## src/rtl/arpc_pkg.sv

```systemverilog
// ----------------------------------------------------------------------------
// ARP cache package
// Shared types and constants for the address resolution cache with aging.
// ----------------------------------------------------------------------------
package arpc_pkg;

    localparam int unsigned IP_W       = 32;
    localparam int unsigned MAC_W      = 48;
    localparam int unsigned STAMP_W    = 32;
    localparam int unsigned OP_W       = 16;
    localparam int unsigned VLIFE_W    = 20;
    localparam int unsigned RETRY_W    = 17;
    localparam int unsigned PLIFE_W    = 20;
    localparam int unsigned CFG_IDX_W  = 3;
    localparam int unsigned CFG_DATA_W = 32;

    localparam logic [CFG_IDX_W-1:0] CFG_OWN_IP     = 3'd0;
    localparam logic [CFG_IDX_W-1:0] CFG_IFACE_UP   = 3'd1;
    localparam logic [CFG_IDX_W-1:0] CFG_VALID_LIFE = 3'd2;
    localparam logic [CFG_IDX_W-1:0] CFG_RETRY      = 3'd3;
    localparam logic [CFG_IDX_W-1:0] CFG_PEND_LIFE  = 3'd4;

    localparam logic [VLIFE_W-1:0] VALID_LIFE_RST = 20'd6000;
    localparam logic [RETRY_W-1:0] RETRY_RST      = 17'd100;
    localparam logic [PLIFE_W-1:0] PEND_LIFE_RST  = 20'd500;

    localparam logic [IP_W-1:0] BCAST_IP       = '1;
    localparam logic [OP_W-1:0] ARP_OP_REQUEST = 16'd1;

    typedef enum logic [1:0] {
        FUNC_ARP     = 2'd0,
        FUNC_RESOLVE = 2'd1,
        FUNC_TICK    = 2'd2,
        FUNC_NONE    = 2'd3
    } func_t;

    typedef enum logic [2:0] {
        STAT_HIT     = 3'd0,
        STAT_BCAST   = 3'd1,
        STAT_NEW_REQ = 3'd2,
        STAT_RETRY   = 3'd3,
        STAT_WAIT    = 3'd4,
        STAT_LEARNED = 3'd5,
        STAT_TICKED  = 3'd6
    } status_t;

    typedef struct packed {
        logic               is_valid;
        logic [IP_W-1:0]    ip;
        logic [MAC_W-1:0]   mac;
        logic [STAMP_W-1:0] stamp;
    } entry_t;

endpackage

```

## src/rtl/arp_cache_with_aging_unit.sv

```systemverilog
// ----------------------------------------------------------------------------
// ARP cache with aging
// Address resolution cache of free, pending and valid entries held in one RAM.
// ----------------------------------------------------------------------------
// A seen packet or a resolve passes through a scan of all entries, a write state and a finish
// state before its result is raised; a tick scans and then finishes, and a request that reads no
// entry goes straight to finish. One request is worked on at a time, so no new request is taken
// until the last one's result is registered; the scan is one pass of the single RAM read port.
// Reset frees every entry at once through a per-entry flag; there is no
// clearing pass, and requests are accepted as soon as reset is released.
module arp_cache_with_aging_unit #(
    parameter int ENTRIES = 16
) (
    input  logic                             clk,
    input  logic                             rst_n,
    input  logic                             cfg_valid,
    output logic                             cfg_ready,
    input  logic [arpc_pkg::CFG_IDX_W-1:0]   cfg_index,
    input  logic [arpc_pkg::CFG_DATA_W-1:0]  cfg_data,
    input  logic                             in_valid,
    output logic                             in_stall,
    input  logic [1:0]                       func,
    input  logic [arpc_pkg::IP_W-1:0]        ip_addr,
    input  logic [arpc_pkg::MAC_W-1:0]       mac_addr,
    input  logic [arpc_pkg::OP_W-1:0]        arp_op,
    input  logic [arpc_pkg::IP_W-1:0]        target_ip,
    output logic                             out_valid,
    input  logic                             out_stall,
    output logic [2:0]                       status,
    output logic [arpc_pkg::MAC_W-1:0]       mac_out,
    output logic                             send_reply
);

    import arpc_pkg::*;

    localparam int IW = $clog2(ENTRIES);
    localparam int CW = $clog2(ENTRIES + 1);

    typedef enum logic [3:0] {
        S_IDLE   = 4'b0001,
        S_SCAN   = 4'b0010,
        S_WRITE  = 4'b0100,
        S_FINISH = 4'b1000
    } state_t;

    state_t             state_reg, state_next;
    logic [CW-1:0]      cnt_reg, cnt_next;
    logic               rd_vld_reg, rd_vld_next;
    logic [IW-1:0]      rd_idx_reg, rd_idx_next;
    logic [ENTRIES-1:0] used_reg, used_next;

    logic [IP_W-1:0]    own_ip_reg, own_ip_next;
    logic               iface_up_reg, iface_up_next;
    logic [VLIFE_W-1:0] vlife_reg, vlife_next;
    logic [RETRY_W-1:0] retry_reg, retry_next;
    logic [PLIFE_W-1:0] plife_reg, plife_next;
    logic [STAMP_W-1:0] tick_reg, tick_next;

    logic               match_found_reg, match_found_next;
    logic               free_found_reg, free_found_next;
    logic               out_valid_reg, out_valid_next;

    func_t              func_reg, func_next;
    logic [IP_W-1:0]    ip_reg, ip_next;
    logic [MAC_W-1:0]   mac_reg, mac_next;
    logic [IW-1:0]      match_idx_reg, match_idx_next;
    logic               match_kind_reg, match_kind_next;
    logic [STAMP_W-1:0] match_stamp_reg, match_stamp_next;
    logic [MAC_W-1:0]   match_mac_reg, match_mac_next;
    logic [IW-1:0]      free_idx_reg, free_idx_next;
    logic [IW-1:0]      old_idx_reg, old_idx_next;
    logic [STAMP_W-1:0] old_stamp_reg, old_stamp_next;
    status_t            res_status_reg, res_status_next;
    logic [MAC_W-1:0]   res_mac_reg, res_mac_next;
    logic               res_reply_reg, res_reply_next;
    status_t            out_status_reg, out_status_next;
    logic [MAC_W-1:0]   out_mac_reg, out_mac_next;
    logic               out_reply_reg, out_reply_next;

    logic                      ram_we;
    logic [IW-1:0]             ram_waddr;
    entry_t                    ram_wdata;
    logic [IW-1:0]             ram_raddr;
    logic [$bits(entry_t)-1:0] ram_rdata;
    entry_t                    rd_entry;
    logic                      rd_used;
    logic [STAMP_W-1:0]        rd_age;
    logic [STAMP_W-1:0]        match_age;
    logic [IW-1:0]             slot;

    arpc_ram #(
        .WIDTH ($bits(entry_t)),
        .DEPTH (ENTRIES)
    ) u_store (
        .clk   (clk),
        .we    (ram_we),
        .waddr (ram_waddr),
        .wdata (ram_wdata),
        .raddr (ram_raddr),
        .rdata (ram_rdata)
    );

    assign rd_entry  = entry_t'(ram_rdata);
    assign rd_used   = used_reg[rd_idx_reg];
    assign rd_age    = tick_reg - rd_entry.stamp;
    assign match_age = tick_reg - match_stamp_reg;
    assign slot      = match_found_reg ? match_idx_reg :
                       (free_found_reg ? free_idx_reg : old_idx_reg);

    assign cfg_ready  = 1'b1;
    assign in_stall   = (state_reg != S_IDLE);
    assign out_valid  = out_valid_reg;
    assign status     = out_status_reg;
    assign mac_out    = out_mac_reg;
    assign send_reply = out_reply_reg;

    always_comb
    begin
        state_next       = state_reg;
        cnt_next         = cnt_reg;
        rd_vld_next      = 1'b0;
        rd_idx_next      = cnt_reg[IW-1:0];
        used_next        = used_reg;
        own_ip_next      = own_ip_reg;
        iface_up_next    = iface_up_reg;
        vlife_next       = vlife_reg;
        retry_next       = retry_reg;
        plife_next       = plife_reg;
        tick_next        = tick_reg;
        match_found_next = match_found_reg;
        free_found_next  = free_found_reg;
        out_valid_next   = out_valid_reg;
        func_next        = func_reg;
        ip_next          = ip_reg;
        mac_next         = mac_reg;
        match_idx_next   = match_idx_reg;
        match_kind_next  = match_kind_reg;
        match_stamp_next = match_stamp_reg;
        match_mac_next   = match_mac_reg;
        free_idx_next    = free_idx_reg;
        old_idx_next     = old_idx_reg;
        old_stamp_next   = old_stamp_reg;
        res_status_next  = res_status_reg;
        res_mac_next     = res_mac_reg;
        res_reply_next   = res_reply_reg;
        out_status_next  = out_status_reg;
        out_mac_next     = out_mac_reg;
        out_reply_next   = out_reply_reg;
        ram_we           = 1'b0;
        ram_waddr        = slot;
        ram_wdata        = '0;
        ram_raddr        = cnt_reg[IW-1:0];

        if (out_valid_reg && !out_stall)
        begin
            out_valid_next = 1'b0;
        end

        if (cfg_valid)
        begin
            unique case (cfg_index)
                CFG_OWN_IP:     own_ip_next   = cfg_data[IP_W-1:0];
                CFG_IFACE_UP:   iface_up_next = cfg_data[0];
                CFG_VALID_LIFE: vlife_next    = cfg_data[VLIFE_W-1:0];
                CFG_RETRY:      retry_next    = cfg_data[RETRY_W-1:0];
                CFG_PEND_LIFE:  plife_next    = cfg_data[PLIFE_W-1:0];
                default:        ;
            endcase
        end

        unique case (state_reg)
            S_IDLE:
            begin
                if (in_valid)
                begin
                    func_next        = func_t'(func);
                    ip_next          = ip_addr;
                    mac_next         = mac_addr;
                    res_reply_next   = (func_t'(func) == FUNC_ARP) &&
                                       (arp_op == ARP_OP_REQUEST) &&
                                       (target_ip == own_ip_reg) && iface_up_reg;
                    res_status_next  = STAT_LEARNED;
                    res_mac_next     = '0;
                    cnt_next         = '0;
                    match_found_next = 1'b0;
                    free_found_next  = 1'b0;
                    state_next       = S_SCAN;
                    unique case (func_t'(func))
                        FUNC_ARP:
                        begin
                            if (ip_addr == '0 || ip_addr == BCAST_IP)
                            begin
                                state_next = S_FINISH;
                            end
                        end
                        FUNC_RESOLVE:
                        begin
                            if (ip_addr == BCAST_IP)
                            begin
                                res_status_next = STAT_BCAST;
                                res_mac_next    = '1;
                                state_next      = S_FINISH;
                            end
                        end
                        FUNC_TICK:
                        begin
                            res_status_next = STAT_TICKED;
                            if (tick_reg != '1)
                            begin
                                tick_next = tick_reg + 1'b1;
                            end
                        end
                        FUNC_NONE:
                        begin
                            state_next = S_FINISH;
                        end
                    endcase
                end
            end

            S_SCAN:
            begin
                if (cnt_reg < CW'(ENTRIES))
                begin
                    rd_vld_next = 1'b1;
                    cnt_next    = cnt_reg + 1'b1;
                end
                if (rd_vld_reg)
                begin
                    if (func_reg == FUNC_TICK)
                    begin
                        if (rd_used && rd_entry.is_valid && rd_age > STAMP_W'(vlife_reg))
                        begin
                            used_next[rd_idx_reg] = 1'b0;
                        end
                        if (rd_used && !rd_entry.is_valid && rd_age > STAMP_W'(plife_reg))
                        begin
                            used_next[rd_idx_reg] = 1'b0;
                        end
                    end
                    else
                    begin
                        if (rd_used && rd_entry.ip == ip_reg && !match_found_reg)
                        begin
                            match_found_next = 1'b1;
                            match_idx_next   = rd_idx_reg;
                            match_kind_next  = rd_entry.is_valid;
                            match_stamp_next = rd_entry.stamp;
                            match_mac_next   = rd_entry.mac;
                        end
                        if (!rd_used && !free_found_reg)
                        begin
                            free_found_next = 1'b1;
                            free_idx_next   = rd_idx_reg;
                        end
                        if (rd_idx_reg == '0 || rd_entry.stamp < old_stamp_reg)
                        begin
                            old_idx_next   = rd_idx_reg;
                            old_stamp_next = rd_entry.stamp;
                        end
                    end
                end
                else if (cnt_reg == CW'(ENTRIES))
                begin
                    state_next = (func_reg == FUNC_TICK) ? S_FINISH : S_WRITE;
                end
            end

            S_WRITE:
            begin
                state_next = S_FINISH;
                if (func_reg == FUNC_ARP)
                begin
                    ram_we          = 1'b1;
                    ram_wdata       = '{is_valid: 1'b1, ip: ip_reg, mac: mac_reg,
                                        stamp: tick_reg};
                    used_next[slot] = 1'b1;
                end
                else if (match_found_reg && match_kind_reg)
                begin
                    res_status_next = STAT_HIT;
                    res_mac_next    = match_mac_reg;
                end
                else if (!match_found_reg)
                begin
                    ram_we          = 1'b1;
                    ram_wdata       = '{is_valid: 1'b0, ip: ip_reg, mac: '0,
                                        stamp: tick_reg};
                    used_next[slot] = 1'b1;
                    res_status_next = STAT_NEW_REQ;
                end
                else if (match_age >= STAMP_W'(retry_reg))
                begin
                    ram_we          = 1'b1;
                    ram_wdata       = '{is_valid: 1'b0, ip: ip_reg, mac: match_mac_reg,
                                        stamp: tick_reg};
                    res_status_next = STAT_RETRY;
                end
                else
                begin
                    res_status_next = STAT_WAIT;
                end
            end

            S_FINISH:
            begin
                if (!out_valid_reg || !out_stall)
                begin
                    out_valid_next  = 1'b1;
                    out_status_next = res_status_reg;
                    out_mac_next    = res_mac_reg;
                    out_reply_next  = res_reply_reg;
                    state_next      = S_IDLE;
                end
            end

            default:
            begin
                state_next = S_IDLE;
            end
        endcase
    end

    always_ff @(posedge clk or negedge rst_n)
    begin
        if (!rst_n)
        begin
            state_reg       <= S_IDLE;
            cnt_reg         <= '0;
            rd_vld_reg      <= 1'b0;
            rd_idx_reg      <= '0;
            used_reg        <= '0;
            own_ip_reg      <= '0;
            iface_up_reg    <= 1'b0;
            vlife_reg       <= VALID_LIFE_RST;
            retry_reg       <= RETRY_RST;
            plife_reg       <= PEND_LIFE_RST;
            tick_reg        <= '0;
            match_found_reg <= 1'b0;
            free_found_reg  <= 1'b0;
            out_valid_reg   <= 1'b0;
        end
        else
        begin
            state_reg       <= state_next;
            cnt_reg         <= cnt_next;
            rd_vld_reg      <= rd_vld_next;
            rd_idx_reg      <= rd_idx_next;
            used_reg        <= used_next;
            own_ip_reg      <= own_ip_next;
            iface_up_reg    <= iface_up_next;
            vlife_reg       <= vlife_next;
            retry_reg       <= retry_next;
            plife_reg       <= plife_next;
            tick_reg        <= tick_next;
            match_found_reg <= match_found_next;
            free_found_reg  <= free_found_next;
            out_valid_reg   <= out_valid_next;
        end
    end

    always_ff @(posedge clk)
    begin
        func_reg        <= func_next;
        ip_reg          <= ip_next;
        mac_reg         <= mac_next;
        match_idx_reg   <= match_idx_next;
        match_kind_reg  <= match_kind_next;
        match_stamp_reg <= match_stamp_next;
        match_mac_reg   <= match_mac_next;
        free_idx_reg    <= free_idx_next;
        old_idx_reg     <= old_idx_next;
        old_stamp_reg   <= old_stamp_next;
        res_status_reg  <= res_status_next;
        res_mac_reg     <= res_mac_next;
        res_reply_reg   <= res_reply_next;
        out_status_reg  <= out_status_next;
        out_mac_reg     <= out_mac_next;
        out_reply_reg   <= out_reply_next;
    end

endmodule

```

## src/rtl/arpc_ram.sv

```systemverilog
// ----------------------------------------------------------------------------
// Generic RAM
// One write port and one read port with registered read data.
// ----------------------------------------------------------------------------
module arpc_ram #(
    parameter int WIDTH = 8,
    parameter int DEPTH = 16
) (
    input  logic                     clk,
    input  logic                     we,
    input  logic [$clog2(DEPTH)-1:0] waddr,
    input  logic [WIDTH-1:0]         wdata,
    input  logic [$clog2(DEPTH)-1:0] raddr,
    output logic [WIDTH-1:0]         rdata
);

    logic [WIDTH-1:0] mem_reg [DEPTH];
    logic [WIDTH-1:0] rdata_reg;

    always_ff @(posedge clk)
    begin
        if (we)
        begin
            mem_reg[waddr] <= wdata;
        end
        rdata_reg <= mem_reg[raddr];
    end

    assign rdata = rdata_reg;

endmodule

```

## config.mk

```make
export PLATFORM = sky130hd
export DESIGN_NAME = arp_cache_with_aging_unit
export DESIGN_NICKNAME = d
export VERILOG_FILES = /design/src/rtl/arpc_pkg.sv /design/src/rtl/arp_cache_with_aging_unit.sv /design/src/rtl/arpc_ram.sv
export SDC_FILE = /design/constraint.sdc
export NUM_CORES = 2
export LEC_CHECK = 0
export BUFFER_PORTS_ARGS = -buffer_cell sky130_fd_sc_hd__buf_2
export CAP_MARGIN = 10
export CORE_MARGIN = 2
export CORE_UTILIZATION = 60
export CTS_CLUSTER_SIZE = 28
export DETAILED_ROUTE_END_ITERATION = 16
export GPL_ROUTABILITY_DRIVEN = 0
export PLACE_DENSITY = 0.76
export SYNTH_ARGS = -nofsm -noshare
export SYNTH_HDL_FRONTEND = slang
export SYNTH_HIERARCHICAL = 1
export SYNTH_SLANG_ARGS = --single-unit
```

## constraint.sdc

```tcl
create_clock -name clk -period 17.5 [get_ports clk]
set_input_delay 1.75 -clock clk [delete_from_list [all_inputs] [get_ports clk]]
set_output_delay 1.75 -clock clk [all_outputs]
set_load 0.05 [all_outputs]
```

; Word level (Yosys, flattened, before mapping)
; Memories as Yosys holds them, arrays and structs flattened. A register that Yosys moved wholly into a read port is not among the register bits.
; Cells that the tools add are included.
[totals]
ff_bits = 466
mem_bits_rw = 1808
input_bits = 170
output_inout_bits = 55
n_memories = 1
[op_classes]
addsub = 4
n_lt_le_gt_ge = 9
eq_ne = 33
muxes = 71
bitwise = 5
reduce_logical = 49
[mem_list]
columns = name, words, width, read_ports, rd_clocked_by_memory_dff, wr, line_no
row1 = u_store.mem_reg, 16, 113, 1, 1, 1, arpc_ram.sv:17  ; logic [WIDTH-1:0] mem_reg [DEPTH];
[op_table]
columns = op, n
row1 = 112-bit 2-to-1 mux, 3
row2 = 48-bit 2-to-1 mux, 5
row3 = 113-bit 2-to-1 mux, 2
row4 = 16-bit 2-to-1 mux, 10
row5 = 48-bit one-hot mux with 2 select lines, 1
row6 = 32-bit == test, 2
row7 = 32-bit by 20-bit greater-than comparator with 1-bit output, 2
row8 = 32-bit subtractor, 2
row9 = 4-bit 2-to-1 mux, 9
row10 = 32-bit by 1-bit adder with 32-bit output (second input constant), 1
row11 = 16-bit bitwise AND, 2
row12 = 32-bit == test (second input constant), 1
row13 = 32-bit by 17-bit greater-or-equal comparator with 1-bit output, 1
row14 = 32-bit logical NOT, 1
row15 = 32-bit < comparator, 1
row16 = 32-bit != test (second input constant), 1
row17 = 16-bit one-hot mux with 2 select lines, 1
row18 = 2-bit != test (second input constant), 12
row19 = 4-bit AND reduction, 6
row20 = 1-bit 2-to-1 mux, 22
row21 = 3-bit 2-to-1 mux, 6
row22 = 16-bit by 1-bit == test with 1-bit output (second input constant), 1
row23 = 16-bit inverter, 1
row24 = 16-bit OR, 1
row25 = 35 further kinds, 77

; Depth between registers and ports, before layout
[logic_depth]
word_depth = 15
mapped_depth = 24
ltp_nobuf = 23

; Cells and area by module
; Netlist, hierarchy kept.
[by_module_without_submodules]
columns = mod, n_inst, cells_each, area_per_inst_um2
row1 = arpc_ram, 1, 2890, 69783.2
row2 = arp_cache_with_aging_unit, 1, 2150, 24344.6

; Worst setup path after synthesis
; No wires, ideal clock.
[synth_path]
path_type = reg-to-reg
startpoint = register tick_reg[0]
endpoint = memory u_store/mem_reg[0][0] (netlist name), enable pin
setup_time_ns = 0.723
t_arrival_ns = 11.915
slack_ns = 4.862
stages_incl_launch_ff = 25
n_path_buf = 1
path_cell_list = dfrtp_1 -> inv_1 -> ha_1 -> inv_1 -> fa_1 -> a211oi_1 -> o21ai_0 -> nor2b_1 -> nor2b_1 -> o21ai_0 -> xor2_1 -> ha_1 -> nand2_1 -> o21ai_0 -> or4_1 -> a21oi_1 -> o2111ai_1 -> a2111oi_4 -> nand4bb_1 -> nor4_4 -> o31a_1 -> buf_2 -> inv_1 -> or3b_2 -> nor3_1
[synth_between]
elab_chain_cells = 9
[synth_rtl]
columns = item, line_no
row1 = from (decl), arp_cache_with_aging_unit.sv:57  ; logic [STAMP_W-1:0] tick_reg, tick_next;
row2 = from (signal assigned), arp_cache_with_aging_unit.sv:355  ; tick_reg <= tick_next;
row3 = 32-bit subtractor, arp_cache_with_aging_unit.sv:106  ; assign match_age = tick_reg - match_stamp_reg;
row4 = 32-bit by 17-bit greater-or-equal comparator with 1-bit output, arp_cache_with_aging_unit.sv:292  ; else if (match_age >= STAMP_W'(retry_reg))
row5 = 1-bit 2-to-1 mux, arp_cache_with_aging_unit.sv:292
row6 = 1-bit 2-to-1 mux, arp_cache_with_aging_unit.sv:284  ; else if (!match_found_reg)
row7 = 1-bit 2-to-1 mux, arp_cache_with_aging_unit.sv:279  ; else if (match_found_reg && match_kind_reg)
row8 = 1-bit 2-to-1 mux, arp_cache_with_aging_unit.sv:272  ; if (func_reg == FUNC_ARP)
row9 = 1-bit 2-to-1 mux, arp_cache_with_aging_unit.sv:171  ; unique case (state_reg)
row10 = net ram_we, arp_cache_with_aging_unit.sv:80  ; logic ram_we;
row11 = 1-bit 2-to-1 mux, arpc_ram.sv:22  ; if (we)
row12 = 1-bit 2-to-1 mux (implied by the code), arpc_ram.sv:24  ; mem_reg[waddr] <= wdata;
row13 = to (decl), arpc_ram.sv:17
; The timed path passes the listed nets, and every way through them passes these cells.

; Worst setup path in the final report
[layout_path]
startpoint = register tick_reg[0]
endpoint = memory u_store/mem_reg[1][81] (netlist name), enable pin
; The elaborated chain is that of the path after synthesis.

==> flow_metrics.env <==
export IMPL_yosysSeqAreaShare_pct=74.1
export IMPL_required_ns=17.97
export IMPL_r2r_slack_ns=9.25
export IMPL_clock_latency_ns=0.87
export IMPL_top_level_ports=225
export IMPL_slew_headroom_pct=18.3
export IMPL_die_h_um=400
export IMPL_syn_num_nets=5370
export IMPL_cp_slowest_cell="buf_4"
export IMPL_setup_viol=0
export IMPL_drive_gt1_share_pct=22.2
export IMPL_grt_busiest_layer="met2"
export IMPL_routed_wl_um=223000
export IMPL_drv_cap=0
export IMPL_holdBufCountCts=0
export IMPL_async_flop_share_pct=6.49
export IMPL_num_nets_final=5681
export IMPL_total_power_mw=13.9
export IMPL_p_seq_share_pct=48.7
export IMPL_path_max_fanout=51
export IMPL_fillerInstances=9796
export IMPL_critPathTopFamily="simple AND/OR/NAND/NOR gates"
export IMPL_met2_usage_pct=45.9
export IMPL_postCtsSetupBuffers=0
export IMPL_worst_setup_path_end_kind="register"
export IMPL_clkTransAtPathRegs_ns=0.06
export IMPL_fin_crit_ns=8.25
export IMPL_finalHoldViolations=0
export IMPL_synth_edf_count=2119
export IMPL_vdd_drop_max_mv=0.112
export IMPL_postRouteAntennaNets=0
export IMPL_cts_root_buf="clkbuf_16"
export IMPL_clockBufferDepth=3
export IMPL_gr_usage_met1_pct=39.6
export IMPL_fin_area_sq_um=105000
export IMPL_p_leak_nw=34.7
export IMPL_pwr_share_clk_pct=35.2
export IMPL_synthToLayoutAreaGrowth_pct=11.7
export IMPL_yosysMostFrequentCell="edfxtp_1"
export IMPL_die_x_um=400
export IMPL_slowest_delay_ns=0.91
export IMPL_power_density_nw_per_um2=132
export IMPL_outcome="finished, final reports clean"
export IMPL_ys_types=78
export IMPL_syn_instance_count=5040
export IMPL_switching_power_mw=3.61
export IMPL_largest_reg_flops=1808
export IMPL_use_met3_pct=4.27
export IMPL_start_kind="register"
export IMPL_die_area_sq_um=160000
export IMPL_comb_power_share_pct=16.1
export IMPL_grt_usage_pct=28.2
export IMPL_synth_top_cells_by_area="edfxtp_1 68%, mux4_2 11%, dfrtp_1 3.7%"
export IMPL_finalClockSkew_ns=0.0647
export IMPL_syn_avg_cell_area_sq_um=18.7
export IMPL_cts_resized=0
export IMPL_ys_ff_latch=2387
export IMPL_critPathBufInv=5
export IMPL_cts_sinks=2387
export IMPL_ys_top_cells_by_count="2119 x edfxtp_1, 456 x mux4_2, 344 x nand2_1"
export IMPL_antenna_found_initial=8
export IMPL_grt_pass1_wl_um=329000
export IMPL_dpl_hpwl_um=123000
export IMPL_p_sw_share_pct=26.0
export IMPL_setup_tns_ns=0
export IMPL_slew_violations=0
export IMPL_cts_tree="yes"
export IMPL_grt_setup_unrepaired="no"
export IMPL_drtIter0Drc=5723
export IMPL_dpl_cell_area_sq_um=97600
export IMPL_core_area_sq_um=156000
export IMPL_drc=0
export IMPL_hold_class="reg2reg"
export IMPL_std_cell_rows=145
export IMPL_worst_slew_pin_slew_ns=1.22
export IMPL_crit_type="reg2reg"
export IMPL_grt_pass1_vias=50018
export IMPL_synth_top_area_cell="edfxtp_1"
export IMPL_critPathArrivalTime_ns=8.72
export IMPL_grt_overflow_total=0
export IMPL_io_buffer_count=223
export IMPL_synth_flop_cell="edfxtp_1"
export IMPL_grt_max_degree=126
export IMPL_cts_inserted_buffers=221
export IMPL_firstDrtPassIters=6
export IMPL_synth_top_cell_area_share_pct=67.6
export IMPL_intPower_mw=10.3
export IMPL_post_drt_wl_per_cell_um=29.4
export IMPL_fin_util_pct=67.4
export IMPL_viasPerCell=6.50
export IMPL_syn_cell_area_sq_um=94100
export IMPL_start_util_pct=60.3
export IMPL_fmax_mhz=121
export IMPL_htree_levels=4
export IMPL_period_share_pct=47.1
export IMPL_synth_warnings=6
export IMPL_vias=49470
cell type report:
cell class                      count  area, sq um  share of cell area [%]
Clock inverter                    110         1300                    1.24
Multi-Input combinational cell   2256        22800                    21.7
Clock buffer                      311         6180                    5.88
Inverter                          172          648                   0.617
Antenna cell                        2         5.00                 0.00476
Sequential cell                  2387        69800                    66.4
Timing Repair Buffer              313         1840                    1.75
Tap cell                         2058         2570                    2.45
per-stage QoR:
step | setup WS (ns) | std cells | hold slack (ns)
6_report | 9.25 | 7609 | 0.362
5_1_grt | 8.76 | 7608 | 0.383
4_1_cts | 9.25 | 7606 | 0.357
3_5_place_dp | 9.27 | 7185 | 0.389
3_3_place_gp | 9.39 | 7185 | 0.388
2_1_floorplan | 4.86 | 5040 | 0.386
routing by layer:
layer | part of all wire, % | wire length [um] | vias up
met1 | 39 | 86200 | 25595
met2 | 49 | 110000 | 2609
met3 | 8.5 | 19100 | 436
met5 | 0.028 | 62 | -
met4 | 3.5 | 7720 | 8
li1 | - | - | 20822
worst register-to-register path, delay by kind of cell (launching register included):
family | cells | cell delay (ns)
flip-flops | 1 | 0.39
AND/OR/NAND/NOR | 8 | 2.21
buffers and inverters | 5 | 2.19
adder cells (fa/ha/maj) | 3 | 0.91
AO/OA/AOI/OAI | 8 | 1.95
XOR/XNOR | 1 | 0.17
layout by cell type (no fill, tap or decap), types with 47 or more instances in the layout:
cell	netlist	final
buf_4	21	87
nand4_1	57	57
a22oi_1	227	227
o21ai_0	95	94
clkbuf_1	122	63
inv_1	171	171
a22o_1	48	48
mux2_2	55	55
dfxtp_1	113	113
mux4_2	456	456
edfxtp_1	2119	2119
nand2_1	344	343
buf_2	41	222
dfrtp_1	138	136
nor2_1	85	70
nor2b_1	81	79
xnor2_1	65	65
a21oi_1	118	116
ha_1	158	158
xor2_1	77	77
clkbuf_16	0	225
a21o_1	47	47
power groups by stage:
stage          combinational [mW]  sequential (mW)  clock [mW]
2_1_floorplan                1.68             6.78           0
3_3_place_gp                 2.20             6.88           0
3_5_place_dp                 2.23             6.89           0
4_1_cts                      2.26             6.78        4.95
5_1_grt                      2.44             6.80        5.16
6_report                     2.24             6.77        4.89
logic make-up (layout without fill, tap and decap cells):
kind of cell / count (synthesis) / after routing / share of synthesized area, %
xor+xnor: 142 / 142 / 1.32
fa+ha+maj: 160 / 160 / 2.14
buf+inv: 397 / 906 / 1.89
simple gates: 774 / 774 / 4.01
mux: 519 / 519 / 11.7
flops: 2387 / 2387 / 74.1
compound gates: 660 / 660 / 4.84
other cells: 1 / 3 / 0.00398
path summary, 6_finish.rpt:
kind / from / cells past startpoint / endpoint
hold / removal: u_store/rdata[64]$_DFF_P_ / 0 / match_mac_reg[32]$_DFFE_PP_
setup reg to reg: tick_reg[0]$_DFFE_PN0P_ / 25 / u_store/mem_reg[1][81]$_DFFE_PP_
hold reg to reg: u_store/rdata[64]$_DFF_P_ / 0 / match_mac_reg[32]$_DFFE_PP_
min in group asynchronous: rst_n / 1 / own_ip_reg[18]$_DFFE_PN0P_
setup / recovery: tick_reg[0]$_DFFE_PN0P_ / 25 / u_store/mem_reg[1][81]$_DFFE_PP_
max in group asynchronous: rst_n / 2 / cnt_reg[1]$_DFFE_PN0P_
Note: power is estimated with default switching activity, not from simulation.
